==> src/hw/rtl/fdcsd_pkg.sv <==
`timescale 1ns / 1ps
`default_nettype none
// ----------------------------------------------------------------------------
// fdcsd_pkg
// Shared sizes, request codes and sequencer types of the flip-dot column
// sweep driver.
// ----------------------------------------------------------------------------
package fdcsd_pkg;

  // panel geometry
  localparam int GROUPS    = 2;               // bytes per line, 8 columns each
  localparam int LINES     = 5;               // pixel lines
  localparam int BPL       = 5;               // request bytes per panel
  localparam int COLS      = GROUPS * 8;
  localparam int PANELS    = GROUPS * 2;
  localparam int FRAME_LEN = LINES * GROUPS;
  localparam int REQ_LEN   = PANELS * BPL;

  localparam int FRAME_AW  = $clog2(FRAME_LEN);
  localparam int REQ_AW    = $clog2(REQ_LEN);
  localparam int LINE_W    = $clog2(BPL);
  localparam int PANEL_W   = $clog2(PANELS);
  localparam int GRP_W     = (GROUPS > 1) ? $clog2(GROUPS) : 1;

  localparam logic [3:0] PW_RESET = 4'd4;

  // host request codes
  typedef enum logic [2:0] {
    REQ_WRITE  = 3'd0,
    REQ_FILL   = 3'd1,
    REQ_DRAW   = 3'd2,
    REQ_UPDATE = 3'd3,
    REQ_ABORT  = 3'd4,
    REQ_TICK   = 3'd5
  } req_t;

  typedef enum logic {
    ST_IDLE,
    ST_RUN
  } state_t;

  // memory pass kinds
  typedef enum logic [2:0] {
    OP_CLEAR,
    OP_FILL,
    OP_DRAW,
    OP_FLUSH,
    OP_SWEEP,
    OP_END
  } op_t;

  // frame byte index of a line within a group
  function automatic logic [FRAME_AW-1:0] frame_idx(input logic [LINE_W-1:0] line,
                                                    input logic [GRP_W-1:0]  grp);
    logic [FRAME_AW+LINE_W-1:0] prod;
    prod = (FRAME_AW+LINE_W)'(line) * (FRAME_AW+LINE_W)'(GROUPS);
    return prod[FRAME_AW-1:0] + FRAME_AW'(grp);
  endfunction

endpackage
`default_nettype wire

==> src/hw/rtl/fdcsd_ram.sv <==
`timescale 1ns / 1ps
`default_nettype none
// ----------------------------------------------------------------------------
// fdcsd_ram
// Generic single write port, single read port memory with registered read.
// ----------------------------------------------------------------------------
module fdcsd_ram #(
  parameter int WIDTH = 8,
  parameter int DEPTH = 16
) (
  input  wire logic                                     clk,
  input  wire logic                                     we,
  input  wire logic [((DEPTH > 1) ? $clog2(DEPTH) : 1)-1:0] waddr,
  input  wire logic [WIDTH-1:0]                         wdata,
  input  wire logic [((DEPTH > 1) ? $clog2(DEPTH) : 1)-1:0] raddr,
  output logic      [WIDTH-1:0]                         rdata
);

  logic [WIDTH-1:0] mem_r [DEPTH];
  logic [WIDTH-1:0] rdata_r;

  always_ff @(posedge clk) begin
    if (we) begin
      mem_r[waddr] <= wdata;
    end
    rdata_r <= mem_r[raddr];
  end

  assign rdata = rdata_r;

endmodule
`default_nettype wire

==> src/hw/rtl/flip_dot_column_sweep_driver_unit.sv <==
`timescale 1ns / 1ps
`default_nettype none
// ----------------------------------------------------------------------------
// flip_dot_column_sweep_driver_unit
// Flip-dot coil driver: frame store, shown store and coil request image held
// in memories, swept one column per tick and streamed out byte by byte.
// ----------------------------------------------------------------------------
// A request is taken when start is high and busy is low. Frame byte writes,
// update requests, aborts, idle ticks that start no flush and unused codes
// leave busy low. Fill, draw column and a sweep start with flush hold busy
// for one pass over the frame memory entries they touch, one entry per
// cycle, plus the write-back stage. A busy tick holds busy while the
// twenty request bytes are read, modified and written back one per cycle
// through the request memory port, and each modified byte leaves on the
// out_ ports for one cycle under out_valid, registered behind the write-back
// stage, the last one carrying out_latch. The receiver cannot stall the
// stream, so it must take every byte as it comes. After reset a clearing
// pass zeroes all three memories, holding busy high while it runs.
// cfg_ready is always high; power_width should only be written while the
// block is idle.
// ----------------------------------------------------------------------------
module flip_dot_column_sweep_driver_unit
  import fdcsd_pkg::*;
(
  input  wire logic       clk,
  input  wire logic       rst_n,
  // request channel
  input  wire logic       start,
  output logic            busy,
  input  wire logic [2:0] in_req_type,
  input  wire logic [4:0] in_byte_index,
  input  wire logic [7:0] in_byte_value,
  input  wire logic [5:0] in_column,
  input  wire logic [4:0] in_column_bits,
  input  wire logic       in_flush,
  // result stream
  output logic            out_valid,
  output logic [7:0]      out_coil_byte,
  output logic            out_latch,
  output logic            out_busy_res,
  // configuration
  input  wire logic       cfg_valid,
  output logic            cfg_ready,
  input  wire logic [3:0] cfg_power_width
);

  // sequencer state
  state_t               state_r, state_nxt;
  op_t                  op_r, op_nxt;
  logic [REQ_AW-1:0]    last_r, last_nxt;

  // read stage counters
  logic [REQ_AW-1:0]    a_idx_r, a_idx_nxt;
  logic [LINE_W-1:0]    a_li_r, a_li_nxt;
  logic [PANEL_W-1:0]   a_p_r, a_p_nxt;

  // write-back stage
  logic                 b_vld_r, b_vld_nxt;
  logic [REQ_AW-1:0]    b_idx_r, b_idx_nxt;
  logic [PANEL_W-1:0]   b_p_r, b_p_nxt;
  logic [LINE_W-1:0]    b_line_r, b_line_nxt;
  logic [FRAME_AW-1:0]  b_fi_r, b_fi_nxt;

  // per-pass operands
  logic [7:0]           val_r, val_nxt;
  logic [4:0]           bits_r, bits_nxt;
  logic [GRP_W-1:0]     pg_r, pg_nxt;
  logic [2:0]           pc_r, pc_nxt;
  logic [PANEL_W-1:0]   pp_r, pp_nxt;
  logic                 pon_r, pon_nxt;
  logic [PANEL_W-1:0]   rp_r, rp_nxt;
  logic [1:0]           rc_r, rc_nxt;
  logic                 ron_r, ron_nxt;
  logic                 end_abort_r, end_abort_nxt;
  logic                 busy_res_r, busy_res_nxt;

  // sweep bookkeeping
  logic                 sweep_busy_r, sweep_busy_nxt;
  logic                 upd_pend_r, upd_pend_nxt;
  logic                 flush_pend_r, flush_pend_nxt;
  logic                 abort_pend_r, abort_pend_nxt;
  logic [6:0]           col_r, col_nxt;
  logic [3:0]           pw_r, pw_nxt;

  // output registers
  logic                 out_valid_r, out_valid_nxt;
  logic [7:0]           out_byte_r, out_byte_nxt;
  logic                 out_latch_r, out_latch_nxt;
  logic                 out_busy_r, out_busy_nxt;

  // combinational helpers
  logic                 accept;
  logic [LINE_W-1:0]    line_a;
  logic [FRAME_AW-1:0]  fi_a;
  logic [6:0]           pw7;
  logic [6:0]           rcol;
  logic                 end_cond;
  logic [GRP_W-1:0]     rg;

  // memory ports
  logic                 frame_we, shown_we, req_we;
  logic [FRAME_AW-1:0]  frame_waddr, frame_raddr, shown_waddr;
  logic [REQ_AW-1:0]    req_waddr;
  logic [7:0]           frame_wdata, shown_wdata, req_wdata;
  logic [7:0]           frame_rd, shown_rd, req_rd;

  // write-back compute
  logic                 src_bit, chg_bit, pow_hit, rx_hit;
  logic [1:0]           pair;
  logic [7:0]           set_mask, keep_mask, req_new, shown_new, draw_mask;

  assign accept    = start && !busy;
  assign busy      = (state_r == ST_RUN) || b_vld_r;
  assign cfg_ready = 1'b1;

  assign out_valid     = out_valid_r;
  assign out_coil_byte = out_byte_r;
  assign out_latch     = out_latch_r;
  assign out_busy_res  = out_busy_r;

  // read stage addressing: draw walks lines directly, the sweep walks the
  // request image where entry order is panel major, top line last
  assign line_a = (op_r == OP_DRAW) ? a_idx_r[LINE_W-1:0] : LINE_W'(BPL - 1) - a_li_r;
  assign fi_a   = frame_idx(line_a, pg_r);
  assign frame_raddr = (op_r == OP_FLUSH) ? a_idx_r[FRAME_AW-1:0] : fi_a;

  // sweep column decode for the tick being taken
  assign pw7      = 7'(pw_r);
  assign rcol     = col_r - pw7;
  assign end_cond = (col_r > 7'(COLS) + pw7) || abort_pend_r;
  assign rg       = rcol[3 +: GRP_W];

  fdcsd_ram #(.WIDTH(8), .DEPTH(FRAME_LEN)) u_frame_ram (
    .clk   (clk),
    .we    (frame_we),
    .waddr (frame_waddr),
    .wdata (frame_wdata),
    .raddr (frame_raddr),
    .rdata (frame_rd)
  );

  fdcsd_ram #(.WIDTH(8), .DEPTH(FRAME_LEN)) u_shown_ram (
    .clk   (clk),
    .we    (shown_we),
    .waddr (shown_waddr),
    .wdata (shown_wdata),
    .raddr (fi_a),
    .rdata (shown_rd)
  );

  fdcsd_ram #(.WIDTH(8), .DEPTH(REQ_LEN)) u_req_ram (
    .clk   (clk),
    .we    (req_we),
    .waddr (req_waddr),
    .wdata (req_wdata),
    .raddr (a_idx_r),
    .rdata (req_rd)
  );

  // write-back stage: coil pair for the powered column, relax mask for the
  // trailing column; power is applied before relax as both may hit one byte
  always_comb begin
    src_bit   = frame_rd[pc_r];
    chg_bit   = src_bit ^ shown_rd[pc_r];
    pair      = src_bit ? 2'b01 : 2'b10;
    pow_hit   = pon_r && (b_p_r == pp_r) && (b_line_r < LINE_W'(LINES));
    rx_hit    = ron_r && (b_p_r == rp_r) && (b_line_r < LINE_W'(LINES));
    set_mask  = (pow_hit && chg_bit) ? (8'(pair) << {pc_r[1:0], 1'b0}) : 8'h00;
    keep_mask = rx_hit ? ~(8'h03 << {rc_r, 1'b0}) : 8'hff;
    req_new   = (req_rd | set_mask) & keep_mask;
    shown_new = shown_rd;
    shown_new[pc_r] = src_bit;
    // draw column: bit i of the column lands on line LINES-1-i
    draw_mask = bits_r[LINE_W'(LINES - 1) - b_line_r] ? (8'h01 << pc_r) : 8'h00;
  end

  // memory write ports
  always_comb begin
    frame_we    = 1'b0;
    frame_waddr = b_fi_r;
    frame_wdata = 8'h00;
    shown_we    = 1'b0;
    shown_waddr = b_fi_r;
    shown_wdata = 8'h00;
    req_we      = 1'b0;
    req_waddr   = b_idx_r;
    req_wdata   = 8'h00;
    if (accept && (in_req_type == REQ_WRITE)) begin
      // frame byte writes go straight to memory, out of range ones are dropped
      frame_we    = (in_byte_index < 5'(FRAME_LEN));
      frame_waddr = in_byte_index[FRAME_AW-1:0];
      frame_wdata = in_byte_value;
    end else if (b_vld_r) begin
      unique case (op_r)
        OP_CLEAR: begin
          frame_we    = (b_idx_r < REQ_AW'(FRAME_LEN));
          frame_waddr = b_idx_r[FRAME_AW-1:0];
          shown_we    = (b_idx_r < REQ_AW'(FRAME_LEN));
          shown_waddr = b_idx_r[FRAME_AW-1:0];
          req_we      = 1'b1;
        end
        OP_FILL: begin
          frame_we    = 1'b1;
          frame_waddr = b_idx_r[FRAME_AW-1:0];
          frame_wdata = val_r;
        end
        OP_DRAW: begin
          frame_we    = 1'b1;
          frame_wdata = frame_rd | draw_mask;
        end
        OP_FLUSH: begin
          // shown becomes the inverse so every pixel reads as changed
          shown_we    = 1'b1;
          shown_waddr = b_idx_r[FRAME_AW-1:0];
          shown_wdata = ~frame_rd;
        end
        OP_SWEEP: begin
          shown_we    = pow_hit;
          shown_wdata = shown_new;
          req_we      = 1'b1;
          req_wdata   = req_new;
        end
        OP_END: begin
          // end of sweep or abort: relax every coil, abort also blanks frame
          frame_we    = end_abort_r && (b_idx_r < REQ_AW'(FRAME_LEN));
          frame_waddr = b_idx_r[FRAME_AW-1:0];
          req_we      = 1'b1;
        end
        default: begin
        end
      endcase
    end
  end

  // sequencer: request decode and pass control
  always_comb begin
    state_nxt      = state_r;
    op_nxt         = op_r;
    last_nxt       = last_r;
    a_idx_nxt      = a_idx_r;
    a_li_nxt       = a_li_r;
    a_p_nxt        = a_p_r;
    val_nxt        = val_r;
    bits_nxt       = bits_r;
    pg_nxt         = pg_r;
    pc_nxt         = pc_r;
    pp_nxt         = pp_r;
    pon_nxt        = pon_r;
    rp_nxt         = rp_r;
    rc_nxt         = rc_r;
    ron_nxt        = ron_r;
    end_abort_nxt  = end_abort_r;
    busy_res_nxt   = busy_res_r;
    sweep_busy_nxt = sweep_busy_r;
    upd_pend_nxt   = upd_pend_r;
    flush_pend_nxt = flush_pend_r;
    abort_pend_nxt = abort_pend_r;
    col_nxt        = col_r;
    pw_nxt         = cfg_valid ? cfg_power_width : pw_r;

    b_vld_nxt  = 1'b0;
    b_idx_nxt  = a_idx_r;
    b_p_nxt    = a_p_r;
    b_line_nxt = line_a;
    b_fi_nxt   = fi_a;

    unique case (state_r)
      ST_RUN: begin
        b_vld_nxt = 1'b1;
        if (a_idx_r == last_r) begin
          state_nxt = ST_IDLE;
          a_idx_nxt = '0;
          a_li_nxt  = '0;
          a_p_nxt   = '0;
        end else begin
          a_idx_nxt = a_idx_r + 1'b1;
          if (a_li_r == LINE_W'(BPL - 1)) begin
            a_li_nxt = '0;
            a_p_nxt  = a_p_r + 1'b1;
          end else begin
            a_li_nxt = a_li_r + 1'b1;
          end
        end
      end
      ST_IDLE: begin
        if (accept) begin
          case (req_t'(in_req_type))
            REQ_FILL: begin
              state_nxt = ST_RUN;
              op_nxt    = OP_FILL;
              last_nxt  = REQ_AW'(FRAME_LEN - 1);
              val_nxt   = in_byte_value;
            end
            REQ_DRAW: begin
              if (in_column < 6'(COLS)) begin
                state_nxt = ST_RUN;
                op_nxt    = OP_DRAW;
                last_nxt  = REQ_AW'(LINES - 1);
                bits_nxt  = in_column_bits;
                pg_nxt    = in_column[3 +: GRP_W];
                pc_nxt    = in_column[2:0];
              end
            end
            REQ_UPDATE: begin
              upd_pend_nxt = 1'b1;
              if (in_flush) begin
                flush_pend_nxt = 1'b1;
              end
            end
            REQ_ABORT: begin
              abort_pend_nxt = 1'b1;
            end
            REQ_TICK: begin
              if (!sweep_busy_r) begin
                // idle tick: maybe start a sweep, no results
                if (upd_pend_r) begin
                  if (flush_pend_r) begin
                    state_nxt = ST_RUN;
                    op_nxt    = OP_FLUSH;
                    last_nxt  = REQ_AW'(FRAME_LEN - 1);
                  end
                  sweep_busy_nxt = 1'b1;
                  upd_pend_nxt   = 1'b0;
                  flush_pend_nxt = 1'b0;
                  abort_pend_nxt = 1'b0;
                  col_nxt        = '0;
                end
              end else begin
                state_nxt = ST_RUN;
                last_nxt  = REQ_AW'(REQ_LEN - 1);
                col_nxt   = col_r + 1'b1;
                if (end_cond) begin
                  op_nxt         = OP_END;
                  end_abort_nxt  = abort_pend_r;
                  busy_res_nxt   = 1'b0;
                  sweep_busy_nxt = 1'b0;
                  upd_pend_nxt   = 1'b0;
                  flush_pend_nxt = 1'b0;
                  abort_pend_nxt = 1'b0;
                end else begin
                  op_nxt       = OP_SWEEP;
                  busy_res_nxt = 1'b1;
                  // powered column
                  pon_nxt = (col_r < 7'(COLS));
                  pg_nxt  = col_r[3 +: GRP_W];
                  pc_nxt  = col_r[2:0];
                  pp_nxt  = PANEL_W'(PANELS - 1) - PANEL_W'({col_r[3 +: GRP_W], col_r[2]});
                  // relaxed column, power_width behind
                  ron_nxt = (col_r >= pw7) && (rcol < 7'(COLS));
                  rc_nxt  = rcol[1:0];
                  rp_nxt  = PANEL_W'(PANELS - 1) - PANEL_W'({rg, rcol[2]});
                end
              end
            end
            default: begin
              // frame writes are done at the port, unused codes do nothing
            end
          endcase
        end
      end
      default: begin
        state_nxt = ST_IDLE;
      end
    endcase

    // result stream, one byte per write-back of a sweep or end pass
    out_valid_nxt = b_vld_r && ((op_r == OP_SWEEP) || (op_r == OP_END));
    out_byte_nxt  = (op_r == OP_SWEEP) ? req_new : 8'h00;
    out_latch_nxt = (b_idx_r == REQ_AW'(REQ_LEN - 1));
    out_busy_nxt  = busy_res_r;
  end

  // control registers
  always_ff @(posedge clk) begin
    if (!rst_n) begin
      state_r      <= ST_RUN;          // clearing pass after reset
      op_r         <= OP_CLEAR;
      last_r       <= REQ_AW'(REQ_LEN - 1);
      a_idx_r      <= '0;
      a_li_r       <= '0;
      a_p_r        <= '0;
      b_vld_r      <= 1'b0;
      sweep_busy_r <= 1'b0;
      upd_pend_r   <= 1'b0;
      flush_pend_r <= 1'b0;
      abort_pend_r <= 1'b0;
      col_r        <= '0;
      pw_r         <= PW_RESET;
      out_valid_r  <= 1'b0;
    end else begin
      state_r      <= state_nxt;
      op_r         <= op_nxt;
      last_r       <= last_nxt;
      a_idx_r      <= a_idx_nxt;
      a_li_r       <= a_li_nxt;
      a_p_r        <= a_p_nxt;
      b_vld_r      <= b_vld_nxt;
      sweep_busy_r <= sweep_busy_nxt;
      upd_pend_r   <= upd_pend_nxt;
      flush_pend_r <= flush_pend_nxt;
      abort_pend_r <= abort_pend_nxt;
      col_r        <= col_nxt;
      pw_r         <= pw_nxt;
      out_valid_r  <= out_valid_nxt;
    end
  end

  // payload registers
  always_ff @(posedge clk) begin
    b_idx_r     <= b_idx_nxt;
    b_p_r       <= b_p_nxt;
    b_line_r    <= b_line_nxt;
    b_fi_r      <= b_fi_nxt;
    val_r       <= val_nxt;
    bits_r      <= bits_nxt;
    pg_r        <= pg_nxt;
    pc_r        <= pc_nxt;
    pp_r        <= pp_nxt;
    pon_r       <= pon_nxt;
    rp_r        <= rp_nxt;
    rc_r        <= rc_nxt;
    ron_r       <= ron_nxt;
    end_abort_r <= end_abort_nxt;
    busy_res_r  <= busy_res_nxt;
    out_byte_r  <= out_byte_nxt;
    out_latch_r <= out_latch_nxt;
    out_busy_r  <= out_busy_nxt;
  end

endmodule
`default_nettype wire

==> config.mk <==
export PLATFORM = sky130hd
export DESIGN_NAME = flip_dot_column_sweep_driver_unit
export DESIGN_NICKNAME = d
export VERILOG_FILES = /design/src/hw/rtl/fdcsd_pkg.sv /design/src/hw/rtl/fdcsd_ram.sv /design/src/hw/rtl/flip_dot_column_sweep_driver_unit.sv
export SDC_FILE = /design/constraint.sdc
export NUM_CORES = 1
export LEC_CHECK = 0
export BUFFER_PORTS_ARGS = -buffer_cell sky130_fd_sc_hd__buf_4
export CAP_MARGIN = 20
export CORE_UTILIZATION = 41
export CTS_CLUSTER_SIZE = 10
export DETAILED_ROUTE_END_ITERATION = 12
export MAX_ROUTING_LAYER = met4
export PLACE_DENSITY_LB_ADDON = 0.12
export SYNTH_ARGS = -nofsm -noshare
export SYNTH_HDL_FRONTEND = slang
export SYNTH_SLANG_ARGS = --single-unit
==> constraint.sdc <==
create_clock -name clk -period 6 [get_ports clk]
set_clock_uncertainty 0.05 [all_clocks]
set_input_delay 0.6 -clock clk [delete_from_list [all_inputs] [get_ports clk]]
set_output_delay 0.6 -clock clk [all_outputs]
set_load 0.01 [all_outputs]
==> impl_metrics.py <==
metrics = {
    "clock_tree": {
        "cts_root_buffer": "clkbuf_16",
        "post_cts_resized": 0,
        "numCtsBuffers": 50,
        "cts_max_level": 2,
        "postCtsSetupBuffers": 0,
        "clock_latency_ns": 0.59,
        "cts.reportedPaths.clkPinSlew_ns": 0.06,
        "cts_tree": "done",
        "clock-sinks": 427,
        "holdBufCountCts": 0,
        "cts_buffer_depth": 3,
    },
    "timing": {
        "setup_viol": 0,
        "finalSetupTns_ns": 0,
        "hold_slack_ns": 0.143,
        "fmax_mhz": 283,
        "rsz0062_at_grt": "false",
        "drv_slew": 0,
        "worst_pin_slew_ns": 1.08,
        "finalHoldViolCount": 0,
        "setup_slack_ns": 2.47,
        "relSlewSlack": 0.280,
        "fin_crit_sh": 0.588,
        "period_needed_ns": 3.53,
    },
    "grt": {
        "antenna_found_initial": 0,
        "overflow": 0,
        "grt_pass1_wl_mm": 66.0,
        "grt_pass1_vias": 10400,
        "grt_max_degree": 50,
        "track_usage": 0.210,
    },
    "drt": {
        "drtIter0Drc": 767,
        "avgRoutedWirePerCell_um": 23.4,
        "antenna_left": 0,
        "dr.pass1.iters": 5,
        "routed_wl_mm": 44.0,
        "dr_total_vias": 10300,
        "routed_via_density": 5.48,
        "drc": 0,
    },
    "synthesis": {
        "synth-seq-cells": 427,
        "netlist_instances": 1189,
        "yosysWarnings": 0,
        "synthMuxAreaShare": 0.134,
        "synth-edff-count": 347,
        "synth_simple_gate_area_frac": 0.0820,
        "syn_nets": 1236,
        "synth_top_family_by_area": "multiplexers",
        "synth_compound_area_frac": 0.0672,
        "synthFlopType": "edfxtp_1",
        "synthXorXnorAreaFrac": 0.00984,
        "yosys-top-cells-area": "edfxtp_1 (59%), dfxtp_1 (9.0%), mux2i_1 (7.0%)",
        "yosysTopAreaCell": "edfxtp_1",
        "async_flop_share": 0,
        "synth_top_area_frac": 0.586,
        "netlist_area_um2": 17800,
        "yosys.area_share.adder": 0.00816,
        "synthDistinctLibCells": 69,
        "ys_seq_area_frac": 0.676,
        "avgSynthCellArea_um2": 15.0,
        "yosys-top-cells-count": "edfxtp_1 (347), mux2i_1 (125), nor2_1 (112)",
        "yosysMostFrequentCell": "edfxtp_1",
    },
    "layout": {
        "fin_area_um2": 20400,
        "area_growth_syn_to_layout_pct": 14.4,
        "layout-drive-gt1-share": 0.159,
        "layout.filler_cells": 3764,
        "nets": 1310,
        "diodes": 0,
    },
    "power": {
        "power.density_nw_per_um2": 329,
        "p_leak_nw": 7.48,
        "vdd_ir_drop_max_mv": 0.204,
    },
    "worst_setup_path": {
        "cp.arrival_ns": 3.76,
        "required_ns": 6.23,
        "critPathBufInv": 2,
        "path_depth": 6,
        "cp_top_family": "simple AND/OR/NAND/NOR gates",
        "r2r_slack_ns": 2.47,
        "max_stage_delay_ns": 0.77,
        "crit_start": "b_vld_r",
        "crit_type": "register to register",
        "cp_slowest_cell": "nor4_4",
        "worst_r2r_path_depth": 6,
        "cp_cell_sequence": "buf_4 -> or3b_1 -> nor4_4 -> o221ai_1 -> nor3_1 -> clkbuf_2",
        "timing.rr.start": "b_vld_r",
        "end_kind": "register",
        "r2r-end": "u_frame_ram.mem_r[7][2]",
        "critPathMaxFanout": 17,
        "startpoint_type": "register",
    },
    "worst_hold_path": {
        "hp-start": "in_column_bits[0]",
        "worstHoldPathCells": 1,
        "hold_path_class": "input port to register",
        "hold-path-endpoint": "bits_r[0]",
    },
    "outcome": {
        "status": "finished clean",
    },
    "floorplan": {
        "pin_count": 49,
        "start_util": 0.420,
        "fp-row-count": 75,
        "dieArea_um2": 44200,
        "core_area_um2": 42400,
        "fp.dieH_um": 210,
        "die-width_um": 210,
    },
    "placement": {
        "gp_congestion": 0.895,
        "port_buffers": 47,
        "dp_slack_ns": 2.15,
        "dpl_cell_area_um2": 18800,
        "dp_hpwl_mm": 29.4,
    },
    "run": {
        "maxCapViolations": 0,
    },
}
==> metal layers <==
layer / GRT usage / share of wire
met4: 0.0760 / 0.031
met3: 0.0264 / 0.043
met5: - / 0
met2: 0.332 / 0.49
met1: 0.279 / 0.44
==> final cells by class <==
| cell class | count | area [um2] | share of cell area |
|---|---|---|---|
| inverters | 32 | 120 | 0.00590 |
| well taps | 577 | 722 | 0.0355 |
| flip-flops and latches | 427 | 12000 | 0.591 |
| multi-input cells | 669 | 5390 | 0.265 |
| clock buffers | 87 | 1400 | 0.0688 |
| clock inverters | 7 | 81.3 | 0.00400 |
| repair buffers | 83 | 614 | 0.0302 |
==> flip-flops by register name, indices dropped and copies added (netlist names), 7 cells and up <==
register / cells
u_req_ram.mem_r: 160
u_frame_ram.mem_r: 80
u_shown_ram.mem_r: 80
out_coil_byte: 8
u_frame_ram.rdata: 8
u_req_ram.rdata: 8
u_shown_ram.rdata: 8
val_r: 8
col_r: 7
==> worst reg2reg max path, cell delays in order, from the launching register on <==
cell and delay [ns]:
dfxtp_1 0.41, buf_4 0.24, or3b_1 0.47, nor4_4 0.77, o221ai_1 0.41, nor3_1 0.58, clkbuf_2 0.29
==> cells in the final DEF (no fill, tap or decap), drive strengths merged, types with 9 or more instances in the layout <==
master	n
nor2b	16
a2111oi	11
a211o	19
ha	10
nand3	9
a21oi	30
o21ai	21
nand2	38
clkbuf	94
dfxtp	80
o22ai	24
a22oi	9
xnor2	10
mux2i	129
mux4	45
and2	14
xor2	10
inv	34
nand2b	14
edfxtp	347
nand3b	10
a221oi	10
nor3	38
buf	75
nor2	112
==> worst max path at each step <==
stage / end / slack (ns)
2_1_floorplan: u_frame_ram.mem_r[4][0] / 3.06
6_report: u_frame_ram.mem_r[7][2] / 2.47
3_5_place_dp: u_frame_ram.mem_r[5][5] / 2.15
3_3_place_gp: u_frame_ram.mem_r[7][4] / 2.25
4_1_cts: u_frame_ram.mem_r[5][7] / 2.17
5_1_grt: u_frame_ram.mem_r[7][1] / 2.29
==> report_power, final <==
part | total [mW] | internal (mW) | switching, mW
clock network | 2.78 | 1.62 | 1.16
logic | 0.547 | 0.227 | 0.320
registers | 3.37 | 3.27 | 0.0912
total | 6.69 | 5.12 | 1.57
==> cell families after synthesis <==
family	Yosys count
flip-flops	427
multiplexers	179
adder cells (fa/ha/maj)	11
AND/OR/NAND/NOR	291
AO/OA/AOI/OAI	167
other	1
XOR/XNOR	20
buffers and inverters	93
==> stage by stage <==
| stage | std cells | power, mW | util |
|---|---|---|---|
| 2_1_floorplan | 1189 | 3.75 | - |
| 3_3_place_gp | 1770 | 3.97 | 0.442 |
| 3_5_place_dp | 1772 | 3.97 | 0.442 |
| 4_1_cts | 1866 | 6.75 | 0.477 |
| 5_1_grt | 1882 | 6.91 | 0.480 |
| 6_report | 1882 | 6.69 | 0.480 |
Note: power is estimated with default switching activity, not from simulation.
